$ cat src/rtl/mfna_delay.sv
// ----------------------------------------------------------------------------
// mfna_delay: fixed-length register delay line
// Carries side-band data alongside a pipeline section of equal length.
// ----------------------------------------------------------------------------
module mfna_delay #(
    parameter int WIDTH = 8,
    parameter int DEPTH = 4
) (
    input  logic             i_clk,
    input  logic [WIDTH-1:0] i_data,
    output logic [WIDTH-1:0] o_data
);

    logic [WIDTH-1:0] r_tap [DEPTH];

    always_ff @(posedge i_clk) begin
        r_tap[0] <= i_data;
        for (int k = 1; k < DEPTH; k++) begin
            r_tap[k] <= r_tap[k-1];
        end
    end

    assign o_data = r_tap[DEPTH-1];

endmodule

$ cat config.mk
export PLATFORM = sky130hd
export DESIGN_NAME = mfna_delay
export DESIGN_NICKNAME = d
export VERILOG_FILES = /design/src/rtl/mfna_delay.sv
export SDC_FILE = /design/constraint.sdc
export NUM_CORES = 1
export LEC_CHECK = 0
export BUFFER_PORTS_ARGS = -buffer_cell sky130_fd_sc_hd__buf_2
export CAP_MARGIN = 40
export CORE_MARGIN = 3
export CORE_UTILIZATION = 45
export DETAILED_ROUTE_END_ITERATION = 7
export PLACE_DENSITY = 0.7
export SLEW_MARGIN = 0
export SYNTH_ARGS = -nofsm -noshare
export SYNTH_HDL_FRONTEND = slang
export SYNTH_SLANG_ARGS = --single-unit
$ cat constraint.sdc
create_clock -name i_clk -period 0.8 [get_ports i_clk]
set_input_delay 0.08 -clock i_clk [delete_from_list [all_inputs] [get_ports i_clk]]
set_output_delay 0.08 -clock i_clk [all_outputs]
set_load 0.02 [all_outputs]
Yosys cells after proc, flatten, opt, wreduce, memory -nomap -nowiden:

Memory sizes are Yosys's and may differ from the RTL's.
Cells that the tools add are included.

* bits in registers: 0
* latch bits: 0
* bits in writable memories: 32
* ROM bits: 0
* input port bits: 9
* output and inout port bits: 8
* word-level logic and storage cells: 1
* memories: 1

Memory list
* r_tap: depth 4, width 8, read ports 4, clocked after Yosys merged registers in 0, write ports 4, line 14 `logic [WIDTH-1:0] r_tap [DEPTH];`

* add/subtract/negate cells: 0
* $mul: 0
* divide/modulo/power cells: 0
* $lt $le $gt $ge: 0
* equality and inequality tests: 0
* shifts and indexed selects: 0
* mux-type cells: 0
* bitwise gates (word level): 0
* reductions and logical operators: 0

Depth between registers and ports, before layout:

Gate-level depths: netlist (run 1).

* depth in word-level cells: 0
* mapped depth: 0
* gate-level depth less buffers: 0

Worst setup path before layout (run 1):

OpenSTA, ideal clock, no wires.

* kind: flip-flop to output port
* start: memory r_tap[3][0]
* end: output port o_data[0]
* data arrival time: 395 ps
* required time: 720 ps
* slack: 325 ps
* stages on the path, launching flop included: 1
* path buffers: 0
* cells stage by stage: dfxtp_1

RTL lines
* from (decl): line 14
* to (decl): line 11 `output logic [WIDTH-1:0] o_data`

==> results_dict.tcl, run 1 <==
set metrics [dict create \
    fin_area_sq_um 943.4 \
    h-tree-depth 2 \
    ff2ff_path_depth 0 \
    multi_input_area_sq_um 0 \
    drt.antenna.violating_nets 0 \
    cp.depth 1 \
    die_w_um 43.73 \
    area_growth_pct 47.27 \
    outcome "finished with violations" \
    setup.worst_path.end_class "primary output" \
    synth_seq_cells 32 \
    min_to "r_tap[3][5]$_DFF_P_" \
    pwr-share-clk 0.343 \
    clk_latency_ns 0.31 \
    critPathMaxStageDelay_ns 0.33 \
    wl_um 807 \
    synth-seq-area-share 1.000 \
    p_leak_nw 0.4208 \
    holdWs_ns 0.3271 \
    num-fill-cells 66 \
    timing.rr.end "r_tap[1][1]$_DFF_P_" \
    finalCriticalPeriod_ns 0.8351 \
    crit_arrival_ns 0.76 \
    synth_cell_types 1 \
    hold_path_class "flip-flop to flip-flop" \
    cp_top_family "flip-flops" \
    diodes 0 \
    cts_sinks 32 \
    regMostFlops "r_tap" \
    vias 333 \
    placement.io_buffers 16 \
    cp_max_fo 1 \
    slowest_stage "dfxtp_2" \
    num-multi-input-gates 0 \
    startpoint_type "flip-flop" \
    hold_viol 0 \
    grt_pass1_vias 331 \
    num_io_pins 17 \
    rsz0062_at_grt "true" \
    seq_power_share 0.614 \
    post_dp_cell_area_sq_um 738.2 \
    vias_per_cell 4.325 \
    p_comb_frac 0.043 \
    nets 72 \
    finalWorstSetupSlack_ns -0.03513 \
    root_buffer "clkbuf_4" \
    synth_area_sq_um 640.6 \
    path_buf_inv 1 \
    antenna_found_initial 0 \
    finClkSkew_ns 0.003439 \
    drive_above_1_share 0.4921 \
    final_util 0.7757 \
    synth_fp_nets 41 \
    fp.coreArea_sq_um 1216 \
    drv_slew 0 \
    path_clk_slew_ns 0.09 \
    cts.path.max_buffers 2 \
    hold_start "r_tap[2][5]$_DFF_P_" \
    cp.required_ns 0.72 \
    remaining_drc_errors 0 \
    hold_depth 0 \
    worst_pin_slew_ns 0.08705 \
    cts_buffers 5 \
    die_y_um 43.73 \
    reg_top3 "r_tap: 32 flops" \
    die_area_sq_um 1912 \
    crit_type "flip-flop to primary output" \
    final.period_utilization 1.044 \
    swShare 0.1881 \
    dp_slack_ns 0.2753 \
    start_util 0.5267 \
    rows 12 \
    ys_warn_count 0 \
    drt-pass1-iter-count 2 \
    crit_chain "buf_6" \
    maxCapViolCount 0 \
    power.density_nw_per_um2 2946 \
    p_sw_w 0.0005227 \
    cts_tree "done" \
    grt_max_degree 10 \
    grt_pass1_wl_um 1421 \
    timing.fmax_mhz 1197 \
    relSlewSlack 0.9420 \
    grt-ovfl-total 0 \
    drt_iter0_markers 2 \
    reg2reg_slack_ns 0.39 \
    netlist_instances 32 \
    irDropWorstVdd_v 0.001827 \
    grt_util_all_layers 0.1178 \
    synth_area_per_cell_sq_um 20.02 \
    place_congestion 0.5485 \
    setup_viol 8 \
    cts_setup_buffers 0 \
    largest_register_ffs 32 \
    wl_per_cell_um 10.48 \
    fin_tns_setup_ns -0.2448 \
    r2r_start "r_tap[0][1]$_DFF_P_" \
    violations "negative setup slack" \
    p_int_w 0.002257 \
]
## layout make-up
class                 instances  area [sq um]  share of cell area
timing repair buffer         24         210.2              0.2228
clock buffer                  7         65.06             0.06897
tap                          14         17.52             0.01857
sequential                   32         650.6              0.6897
## metrics by stage
| step | power, W | cells |
|---|---|---|
| floorplan | 0.001756 | 32 |
| global placement | 0.001792 | 62 |
| detailed placement | 0.001802 | 62 |
| CTS | 0.002823 | 77 |
| global route | 0.002918 | 77 |
| finish | 0.002779 | 77 |
## cells in the mapped netlist
cell / count / area share
dfxtp_1: 32 / 1.0
## worst max path at each step
stage | from | to
detailed placement | r_tap[3][5]$_DFF_P_ | o_data[5]
CTS | r_tap[3][5]$_DFF_P_ | o_data[5]
global placement | r_tap[3][7]$_DFF_P_ | o_data[7]
finish | r_tap[3][4]$_DFF_P_ | o_data[4]
global route | r_tap[3][0]$_DFF_P_ | o_data[0]
floorplan | r_tap[3][0]$_DFF_P_ | o_data[0]
## cell families after synthesis
kind of cell	after synthesis	share of synthesized area
flip-flops	32	1.000
## per-layer routing
metal	up-vias	GRT usage	wire length, um
li1	158	-	-
met1	150	0.1088	299
met2	21	0.1715	376
met3	4	0.07884	103
met4	0	0.1084	27
met5	-	0	0
## timing repair
action,CTS,global route
endpoints found under the hold margin,8,0
resized for setup,24,0
endpoints found under the setup margin,8,8
hold buffers,8,0
## cell usage in the layout (no fill, tap or decap), drive strengths merged
master	synthesis	final
buf	0	16
clkbuf	0	7
dfxtp	32	32
dlygate4sd3	0	8
## power by group through the flow
stage,Combinational (W),Sequential (W),Clock (W)
after floorplan,0,0.00176,0
after global placement,0.0000655,0.00173,0
after detailed placement,0.0000671,0.00173,0
after CTS,0.000121,0.00171,0.000994
after global routing,0.000129,0.00172,0.00107
final,0.000121,0.00171,0.000953
No activity file was read; power rests on OpenSTA's default activity.
==> inputs of run 2 (changes only) <==
- CELL_PAD_IN_SITES_DETAIL_PLACEMENT: unset -> 0
- CELL_PAD_IN_SITES_GLOBAL_PLACEMENT: unset -> 2
- CORE_UTILIZATION: 45 -> 33
- PLACE_DENSITY: 0.7 -> 0.71
==> run 2 against run 1 <==
- the run still ends with negative setup slack left
- register-to-register slack about the same
- flip-flop and latch count stayed put
- sequential share of layout area fell by 0.54 points
- combinational power is essentially flat
- non-clock buffer count did not move
- global-route usage is 5.1 points lower
- fmax rose by 1.3%
- clock power fell by 8.4%
- first-iteration DRC count is the same
- critical path depth unchanged
- sequential power about the same
- clock-buffer cell count increased by 1
- critical path type unchanged
- highest routed layer is now met3
==> results_dict.tcl, run 2 (synthesized netlist as in run 1, its figures left out) <==
set metrics [dict create \
    outcome "finished with violations" \
    violations "negative setup slack" \
    grt-ovfl-total 0 \
    worst_pin_slew_ns 0.08689 \
    vias 291 \
    wl_um 658 \
    seq_area_sq_um 650.6 \
    path_buf_inv 1 \
    placement.io_buffers 16 \
    die_area_sq_um 2506 \
    remaining_drc_errors 0 \
    power.density_nw_per_um2 2834 \
    irDropWorstVdd_v 0.001312 \
    timing.fmax_mhz 1213 \
    cts_tree "done" \
    r2r_start "r_tap[2][4]$_DFF_P_" \
    area_growth_pct 48.44 \
    multi_input_area_sq_um 0 \
    hold_path_class "flip-flop to flip-flop" \
    drt.antenna.violating_nets 0 \
    clk_latency_ns 0.31 \
    grt_max_degree 10 \
    diodes 0 \
    regMostFlops "r_tap" \
    p_leak_nw 0.4159 \
    setup_viol 8 \
    final_common_cell "dfxtp_1" \
    cp_top_family "flip-flops" \
    grt_pass1_wl_um 1055 \
    path_clk_slew_ns 0.08 \
    drv_slew 0 \
    largest_register_ffs 32 \
    rsz0062_at_grt "true" \
    cts_sinks 32 \
    die_w_um 50.06 \
    crit_arrival_ns 0.74 \
    ff2ff_path_depth 0 \
    holdWs_ns 0.3288 \
    cts.path.max_buffers 2 \
    finClkSkew_ns 0.006085 \
    dp_cells 73 \
    finalWorstSetupSlack_ns -0.02458 \
    antenna_found_initial 0 \
    reg2reg_slack_ns 0.40 \
    die_y_um 50.06 \
    cts_setup_buffers 0 \
    layout_common_cells "dfxtp_1 (24), dlygate4sd3_1 (8), buf_2 (8), buf_6 (8), dfxtp_2 (8)" \
    drt-pass1-iter-count 2 \
    post_layout_nonfiller_instances 89 \
    startpoint_type "flip-flop" \
    hold_start "r_tap[2][5]$_DFF_P_" \
    hold_viol 0 \
    num_io_pins 17 \
    relSlewSlack 0.9421 \
    place_congestion 0.5686 \
    setup.worst_path.end_class "primary output" \
    cp_max_fo 1 \
    final.period_utilization 1.031 \
    wl_per_cell_um 7.393 \
    num-fill-cells 159 \
    critPathMaxStageDelay_ns 0.32 \
    cp.required_ns 0.72 \
    final_util 0.5333 \
    grt_pass1_vias 263 \
    hold_depth 0 \
    reg_top3 "r_tap: 32 flops" \
    vias_per_cell 3.270 \
    timing.rr.end "r_tap[3][4]$_DFF_P_" \
    h-tree-depth 2 \
    cts_buffers 5 \
    grt_util_all_layers 0.06667 \
    start_util 0.3593 \
    finalCriticalPeriod_ns 0.8246 \
    crit_chain "buf_6" \
    drt_iter0_markers 2 \
    crit_type "flip-flop to primary output" \
    dp_slack_ns 0.2823 \
    root_buffer "clkbuf_4" \
    min_to "r_tap[3][5]$_DFF_P_" \
    rows 15 \
    drive_above_1_share 0.4688 \
    fin_area_sq_um 950.9 \
    num-multi-input-gates 0 \
    slowest_stage "dfxtp_2" \
    maxCapViolCount 0 \
    post_dp_cell_area_sq_um 752.0 \
    fp.coreArea_sq_um 1783 \
    nets 72 \
]
[run 2: changes by cell type in the layout (fill, tap and decap cells not counted), sizes merged]
cell / previous run / this run
clkbuf: 7 / 8
[run 2: power breakdown]
part	switching [W]	leakage (nW)	total (W)	internal (W)
logic	0.0000424	0.113	0.000120	0.0000773
clock network	0.000440	0.0326	0.000873	0.000433
registers	0.0000206	0.270	0.00170	0.00168
[run 2: how the worst max path moves through the flow]
stage | start | to | slack (ns) | cells past startpoint
6_report | r_tap[3][7]$_DFF_P_ | o_data[7] | -0.02 | 1
5_1_grt | r_tap[3][1]$_DFF_P_ | o_data[1] | -0.08 | 1
4_1_cts | r_tap[3][1]$_DFF_P_ | o_data[1] | -0.04 | 1
3_5_place_dp | r_tap[3][7]$_DFF_P_ | o_data[7] | 0.28 | 1
3_3_place_gp | r_tap[3][6]$_DFF_P_ | o_data[6] | 0.29 | 1
2_1_floorplan | r_tap[3][0]$_DFF_P_ | o_data[0] | 0.32 | 0
[run 2: layout make-up]
| class | count | area share |
|---|---|---|
| clock buffers | 8 | 0.06184 |
| well taps | 25 | 0.03289 |
| flip-flops and latches | 32 | 0.6842 |
| repair buffers | 24 | 0.2211 |
[run 2: metrics by stage]
stage,TNS (ns),total power [W]
2_1_floorplan,0,0.001756
3_3_place_gp,0,0.001794
3_5_place_dp,0,0.001797
4_1_cts,-0.2826,0.002727
5_1_grt,-0.5301,0.002827
6_report,-0.1692,0.002695
[run 2: repair_timing]
item | CTS | global route
endpoints found under the hold margin | 8 | 0
pin swaps | 0 | 0
hold buffers | 8 | 0
setup endpoints to repair | 8 | 8
resized for setup | 24 | 0
[run 2: layer usage]
layer  vias up  GRT usage  part of all wire
met1       118    0.05714              0.39
met5         -          0                 0
met3         0    0.08157              0.12
li1        157          -                 -
met2        16    0.08478              0.49
met4         0    0.04147                 0
