--- config.mk ---
export PLATFORM = sky130hd
export DESIGN_NAME = mfna_div_lane
export DESIGN_NICKNAME = d
export VERILOG_FILES = /design/src/rtl/mfna_pkg.sv /design/src/rtl/mfna_div_lane.sv
export SDC_FILE = /design/constraint.sdc
export NUM_CORES = 2
export LEC_CHECK = 0
export BUFFER_PORTS_ARGS = -buffer_cell sky130_fd_sc_hd__buf_2
export CORE_UTILIZATION = 40
export CTS_CLUSTER_SIZE = 28
export DETAILED_ROUTE_END_ITERATION = 12
export PLACE_DENSITY = 0.58
export SLEW_MARGIN = 15
export SYNTH_ARGS = -nofsm -noshare
export SYNTH_HDL_FRONTEND = slang
export SYNTH_SLANG_ARGS = --single-unit
--- constraint.sdc ---
create_clock -name i_clk -period 4.75 [get_ports i_clk]
set_input_delay 0 -clock i_clk [delete_from_list [all_inputs] [get_ports i_clk]]
set_output_delay 0 -clock i_clk [all_outputs]
set_load 0.02 [all_outputs]
--- src/rtl/mfna_pkg.sv ---
// ----------------------------------------------------------------------------
// mfna_pkg: shared widths, constants and types
// Widths of the face geometry pipeline and the side-band records that travel
// alongside the long square-root and division sections.
// ----------------------------------------------------------------------------
package mfna_pkg;

    localparam int COORD_W   = 32;             // Q16.16 coordinate
    localparam int EDGE_W    = 33;             // edge vector component
    localparam int PROD_W    = 66;             // edge product
    localparam int MAG_W     = 66;             // cross-product magnitude
    localparam int RED_W     = 31;             // reduced magnitude
    localparam int SQ_W      = 62;             // square of a reduced magnitude
    localparam int Q_W       = 64;             // sum of squares
    localparam int LEN_W     = 32;             // integer square root
    localparam int NORM_W    = 18;             // Q1.16 normal component
    localparam int QUOT_W    = 17;             // normal magnitude
    localparam int AREA_W    = 52;
    localparam int SHIFT_W   = 6;              // reduction shift, up to 35
    localparam int ML_W      = 7;              // bit length, up to 66
    localparam int CHUNK_W   = 11;
    localparam int N_CHUNK   = 6;
    localparam int POS_W     = 4;
    localparam int SQRT_STEPS = 32;
    localparam int DIV_STEPS  = 17;
    localparam int ASH_W     = LEN_W + 35;     // length shifted up by s
    localparam int CSUM_W    = 34;             // sum of three coordinates
    localparam int CMAG_W    = 33;
    localparam int RECIP_W   = 34;
    localparam int CPROD_W   = CMAG_W + RECIP_W;
    // ceil(2^35 / 3): exact floor division by three below 2^35
    localparam logic [RECIP_W-1:0] THIRD_RECIP = 34'd11453246123;
    localparam int THIRD_SHIFT = 35;
    localparam logic [AREA_W-1:0] AREA_MAX = '1;

    typedef struct packed {
        logic                      is_tri;
        logic                      degen;
        logic [SHIFT_W-1:0]        s;
        logic [2:0]                neg;
        logic [2:0][RED_W-1:0]     r;
        logic [2:0][COORD_W-1:0]   centroid;
    } t_side;

    typedef struct packed {
        logic                      degen;
        logic [2:0][COORD_W-1:0]   centroid;
    } t_tail;

endpackage

--- src/rtl/mfna_div_lane.sv ---
// ----------------------------------------------------------------------------
// mfna_div_lane: normal component by restoring division
// Computes sign * floor(r * 2^16 / len), one quotient bit per stage.
// ----------------------------------------------------------------------------
module mfna_div_lane
    import mfna_pkg::*;
(
    input  logic                     i_clk,
    input  logic [RED_W-1:0]         i_r,
    input  logic [LEN_W-1:0]         i_len,
    input  logic                     i_neg,
    output logic signed [NORM_W-1:0] o_normal
);

    logic [LEN_W-1:0]  r_rem [DIV_STEPS];
    logic [LEN_W-1:0]  r_len [DIV_STEPS];
    logic [QUOT_W-1:0] r_q   [DIV_STEPS];
    logic              r_neg [DIV_STEPS];

    for (genvar g = 0; g < DIV_STEPS; g++) begin : g_step
        localparam int BIT = DIV_STEPS - 1 - g;
        logic [LEN_W:0]    w_rem_in;
        logic [LEN_W-1:0]  w_len_in;
        logic [QUOT_W-1:0] w_q_in;
        logic              w_neg_in;
        logic              w_take;
        logic [LEN_W:0]    w_left;

        if (g == 0) begin : g_first
            // r never exceeds len, so the top bit is taken without a shift
            assign w_rem_in = (LEN_W+1)'(i_r);
            assign w_len_in = i_len;
            assign w_q_in   = '0;
            assign w_neg_in = i_neg;
        end else begin : g_next
            assign w_rem_in = {r_rem[g-1], 1'b0};
            assign w_len_in = r_len[g-1];
            assign w_q_in   = r_q[g-1];
            assign w_neg_in = r_neg[g-1];
        end

        always_comb begin
            w_take = w_rem_in >= {1'b0, w_len_in};
            w_left = w_rem_in - {1'b0, w_len_in};
        end

        always_ff @(posedge i_clk) begin
            r_rem[g] <= w_take ? w_left[LEN_W-1:0] : w_rem_in[LEN_W-1:0];
            r_q[g]   <= w_take ? (w_q_in | (QUOT_W'(1) << BIT)) : w_q_in;
            r_len[g] <= w_len_in;
            r_neg[g] <= w_neg_in;
        end
    end

    assign o_normal = r_neg[DIV_STEPS-1] ? -$signed({1'b0, r_q[DIV_STEPS-1]})
                                         :  $signed({1'b0, r_q[DIV_STEPS-1]});

endmodule

# [Yosys cells after proc, flatten, opt, wreduce, memory -nomap -nowiden]
# Memory sizes are Yosys's and may differ from the RTL's.
# Cells that the tools add are included.
[classes] n_mux=35 n_lt_le_gt_ge=17 n_addsub=18
[op_table] operator="two-way mux 32 bit" n=17
[op_table] operator=">= comparator 33 x 32 -> 1 bit" n=16
[op_table] operator="subtractor 32 bit" n=16
[op_table] operator=">= comparator 31 x 32 -> 1 bit" n=1
[op_table] operator="subtractor 31 x 32 -> 32 bit" n=1
[op_table] operator="two-way mux 18 bit" n=1
[op_table] operator="negator 17 -> 18 bit" n=1
[op_table] operator="two-way mux 17 bit" n=1
[op_table] operator="two-way mux 16 bit" n=1
[op_table] operator="two-way mux 15 bit" n=1
[op_table] operator="two-way mux 14 bit" n=1
[op_table] operator="two-way mux 13 bit" n=1
[op_table] operator="two-way mux 12 bit" n=1
[op_table] operator="two-way mux 11 bit" n=1
[op_table] operator="two-way mux 10 bit" n=1
[op_table] operator="two-way mux 9 bit" n=1
[op_table] operator="two-way mux 8 bit" n=1
[op_table] operator="two-way mux 7 bit" n=1
[op_table] operator="two-way mux 6 bit" n=1
[op_table] operator="two-way mux 5 bit" n=1
[op_table] operator="two-way mux 4 bit" n=1
[op_table] operator="two-way mux 3 bit" n=1
[op_table] operator="two-way mux 2 bit" n=1
[op_table] operator="two-way mux 1 bit" n=1
[totals] n_memories=4 ram_bits=1394 ff_bits=0 inputBits=65 output_inout_bits=18
[memory_table] name="r_len" words=17 width=32 read_ports=16 rd_clocked_by_memory_dff=0 write_ports=17 line="mfna_div_lane.sv:16" rtl="logic [LEN_W-1:0] r_len [DIV_STEPS];"
[memory_table] name="r_rem" words=17 width=32 read_ports=16 rd_clocked_by_memory_dff=0 write_ports=17 line="mfna_div_lane.sv:15" rtl="logic [LEN_W-1:0] r_rem [DIV_STEPS];"
[memory_table] name="r_q" words=17 width=17 read_ports=17 rd_clocked_by_memory_dff=0 write_ports=17 line="mfna_div_lane.sv:17" rtl="logic [QUOT_W-1:0] r_q [DIV_STEPS];"
[memory_table] name="r_neg" words=17 width=1 read_ports=17 rd_clocked_by_memory_dff=0 write_ports=17 line="mfna_div_lane.sv:18" rtl="logic r_neg [DIV_STEPS];"

# [Logic depth before layout (Yosys ltp)]
# An unclocked memory read counts as a cell.
[depth] depth_word=3 ltp_mapped=17 ltp_nobuf=15

# [Worst setup path after synthesis]
# OpenSTA, ideal clock, no wires.
[synth_timing] path_kind="register to register" startpoint="memory r_len[9][1] (netlist: r_len[0][289])" endpoint="memory r_rem[10][31] (netlist: r_rem[0][351])" arrival_time_ns=3.222 required_ns=4.633 setup_slack_ns=1.410 period_less_slack_ns=3.340 path_stages_with_launch=14 path_cell_list="dfxtp_1 > inv_1 > ha_1 > nor2b_1 > o31a_1 > o311a_1 > a221o_1 > a31oi_4 > o221ai_2 > o31ai_4 > o21bai_2 > a2111oi_2 > a31oi_1 > a32o_1"
[synth_rtl] element="from (decl)" line="mfna_div_lane.sv:16"
[synth_rtl] element="to (decl)" line="mfna_div_lane.sv:15"

==> impl_metrics.json <==
{
  "cts_max_level": 4,
  "cts_inserted_buffers": 139,
  "syn-instance-count": 6303,
  "fill_cells": 13400,
  "syn2layout_area_growth_pct": 15.3,
  "route.vias.total": 43100,
  "ctsLongestPathBuffers": 3,
  "p_leak_nw": 30.7,
  "arrival_ns": 4.78,
  "instances_no_fill": 8578,
  "wl_per_cell_um": 15.5,
  "post_cts_buffers": 0,
  "tightest_slew_ns": 0.887,
  "multiInputGateArea_um2": 30200,
  "synth-edff-count": 0,
  "min_period_ns": 4.16,
  "crit_required_ns": 5.37,
  "clkTransAtPathRegs_ns": 0.06,
  "startpoint_type": "flip-flop",
  "slew_headroom_pct": 40.3,
  "drt_iter0_markers": 1874,
  "fmax_mhz": 240,
  "synthDistinctLibCells": 86,
  "r2r-start": "r_len[0][100]$_DFF_P_",
  "synth_top_area_share_pct": 41.8,
  "die_y_um": 380,
  "grt_antenna_before_repair": 3,
  "crit_type": "reg2reg",
  "layout.nets": 7191,
  "overflow": 0,
  "ant_nets": 0,
  "synth-seq-cells": 1194,
  "dp_hpwl_mm": 105,
  "yosys_most_used_dff": "dfxtp_1",
  "seqCellArea_um2": 23900,
  "num_rows": 138,
  "boundaryPins": 83,
  "slew_violations": 0,
  "cp_slowest_cell": "o221ai_1",
  "synthesis.nets": 6927,
  "post-route-drc-count": 0,
  "crit_buf_inv": 2,
  "via_per_inst": 5.02,
  "totalNegativeSetupSlack_ns": 0,
  "place_congestion": 0.901,
  "irDropWorstVdd_v": 0.000397,
  "start_util_pct": 40.4,
  "root_buffer": "clkbuf_16",
  "crit_family": "compound AO/OA/AOI/OAI gates",
  "synthTopCellsByArea": "dfxtp_1 42%, ha_1 12%, inv_1 4.5%",
  "worst_hold_startpoint": "i_r[10]",
  "crit_fanout": 30,
  "synth_most_common_cell": "dfxtp_1",
  "yosys_warnings": 0,
  "synth.avg_cell_area_um2": 9.07,
  "seq_area_frac_synth_pct": 41.8,
  "finalHoldViolCount": 0,
  "cts_tree": "built",
  "dp_cells": 8172,
  "maxCapViolCount": 0,
  "drt_wl_total_mm": 133,
  "drtPass1Iterations": 6,
  "clock_skew_ns": 0.0197,
  "ys_top_cells_by_count": "1194 x dfxtp_1, 678 x inv_1, 543 x ha_1, 521 x nand2_1, 498 x a21oi_1",
  "power_density_nw_per_um2": 740,
  "dieArea_um2": 144000,
  "core_area_um2": 142000,
  "die_width_um": 380,
  "setup.worst_path.start": "r_len[0][100]$_DFF_P_",
  "endpoint_kind": "flip-flop",
  "io_buffers": 82,
  "drive_gt1_share_pct": 8.26,
  "slowest_delay_ns": 0.50,
  "clkSinkCount": 1194,
  "status": "finished clean",
  "period_share_pct": 87.5,
  "synthArstFlopShare_pct": 0,
  "hold_class": "in2reg",
  "rsz0062_at_grt": "false",
  "grt_pass1_wl_mm": 214,
  "syn-cell-area_um2": 57100,
  "clkLatencyLatePin_ns": 0.76,
  "grt_pass1_vias": 44400,
  "setup_viol": 0,
  "grt_usage_pct": 18.2,
  "crit_chain": "inv_1 -> ha_1 -> a21o_1 -> a21oi_1 -> a21oi_1 -> a41oi_1 -> o21ai_0 -> o221ai_1 -> o221ai_1 -> nor2_1 -> o311a_2 -> buf_4 -> o21ai_0",
  "yosys.area.top_type": "dfxtp_1",
  "grt_max_degree": 64
}
==> cells by family after synthesis <==
kind of cell	Yosys count	synth area share [%]
AO/OA/AOI/OAI	1756	19.2
AND/OR/NAND/NOR	1366	11.1
flip-flops	1194	41.8
XOR/XNOR	444	6.81
buffers and inverters	826	5.52
adder cells (fa/ha/maj)	559	12.5
multiplexers	158	3.09
==> timing repair <==
item | CTS | global route
hold buffers | 144 | 0
hold endpoints to repair | 65 | 0
gates resized for setup | 0 | 0
==> cells in the final DEF, fill, tap and decap left out, drive strengths merged, types with 20 or more instances in the layout <==
master and instances:
nand2 521, xnor2 251, clkbuf 205, dlygate4sd3 144, inv 687, a31oi 50, a211oi 47, nor2 313
buf 127, dfxtp 1194, o31ai 44, nor3 71, a21oi 499, and2 23, nor2b 74, o21a 61
clkinv 24, nand4 78, nand2b 77, o21bai 60, mux2 148, o21ai 503, ha 543, a21o 287
xor2 193, and3 34, nand3 90, a21boi 20
==> registers in the layout, indices dropped and copies added, names as in the netlist <==
signal,count
r_q,153
r_len,512
r_neg,17
r_rem,512
==> through the flow <==
step	hold WS, ns	area, um2	util, %	power (W)	setup slack, ns
after CTS	0.0148	65800	46.5	0.0492	0.669
after global placement	0.106	59800	42.3	0.0382	0.765
after detailed placement	0.108	59800	42.3	0.0384	0.685
after global routing	0.0184	65900	46.5	0.0527	0.318
after floorplan	0.0277	57100	-	0.0327	1.41
final	0.0459	65900	46.5	0.0488	0.592
==> per-layer routing <==
layer	up-vias	wire [um]	GRT usage, %
li1	22300	-	-
met1	19600	49300	16.7
met2	746	70000	35.9
met3	410	3650	2.77
met4	0	9730	13.0
met5	-	0	0
==> path summary, 6_finish.rpt <==
kind              cells after the start  slack [ns]                     to
hold reg to reg                       0        0.32      r_neg[15]$_DFF_P_
hold / removal                        3        0.05   r_rem[0][10]$_DFF_P_
setup / recovery                     13        0.59  r_rem[0][138]$_DFF_P_
setup reg to reg                     13        0.59  r_rem[0][138]$_DFF_P_
==> tightest hold or removal path: cells and delay by family <==
kind / cells / cell delay, ns
buffers and inverters: 2 / 0.63
muxes: 1 / 0.14
==> report_power, final <==
part / internal (W) / switching, W
Clock: 0.00626 / 0.00411
Combinational: 0.0104 / 0.0130
Sequential: 0.0133 / 0.00167
Total: 0.0300 / 0.0188
==> cell type report <==
cell class / count / share of cell area (%)
clock buffers: 205 / 6.22
inverters: 678 / 3.86
well taps: 1890 / 3.59
flip-flops and latches: 1194 / 36.3
multi-input cells: 4283 / 45.9
clock inverters: 40 / 0.672
repair buffers: 271 / 3.44
diodes: 17 / 0.0646
No activity file was read; power rests on OpenSTA's default activity.
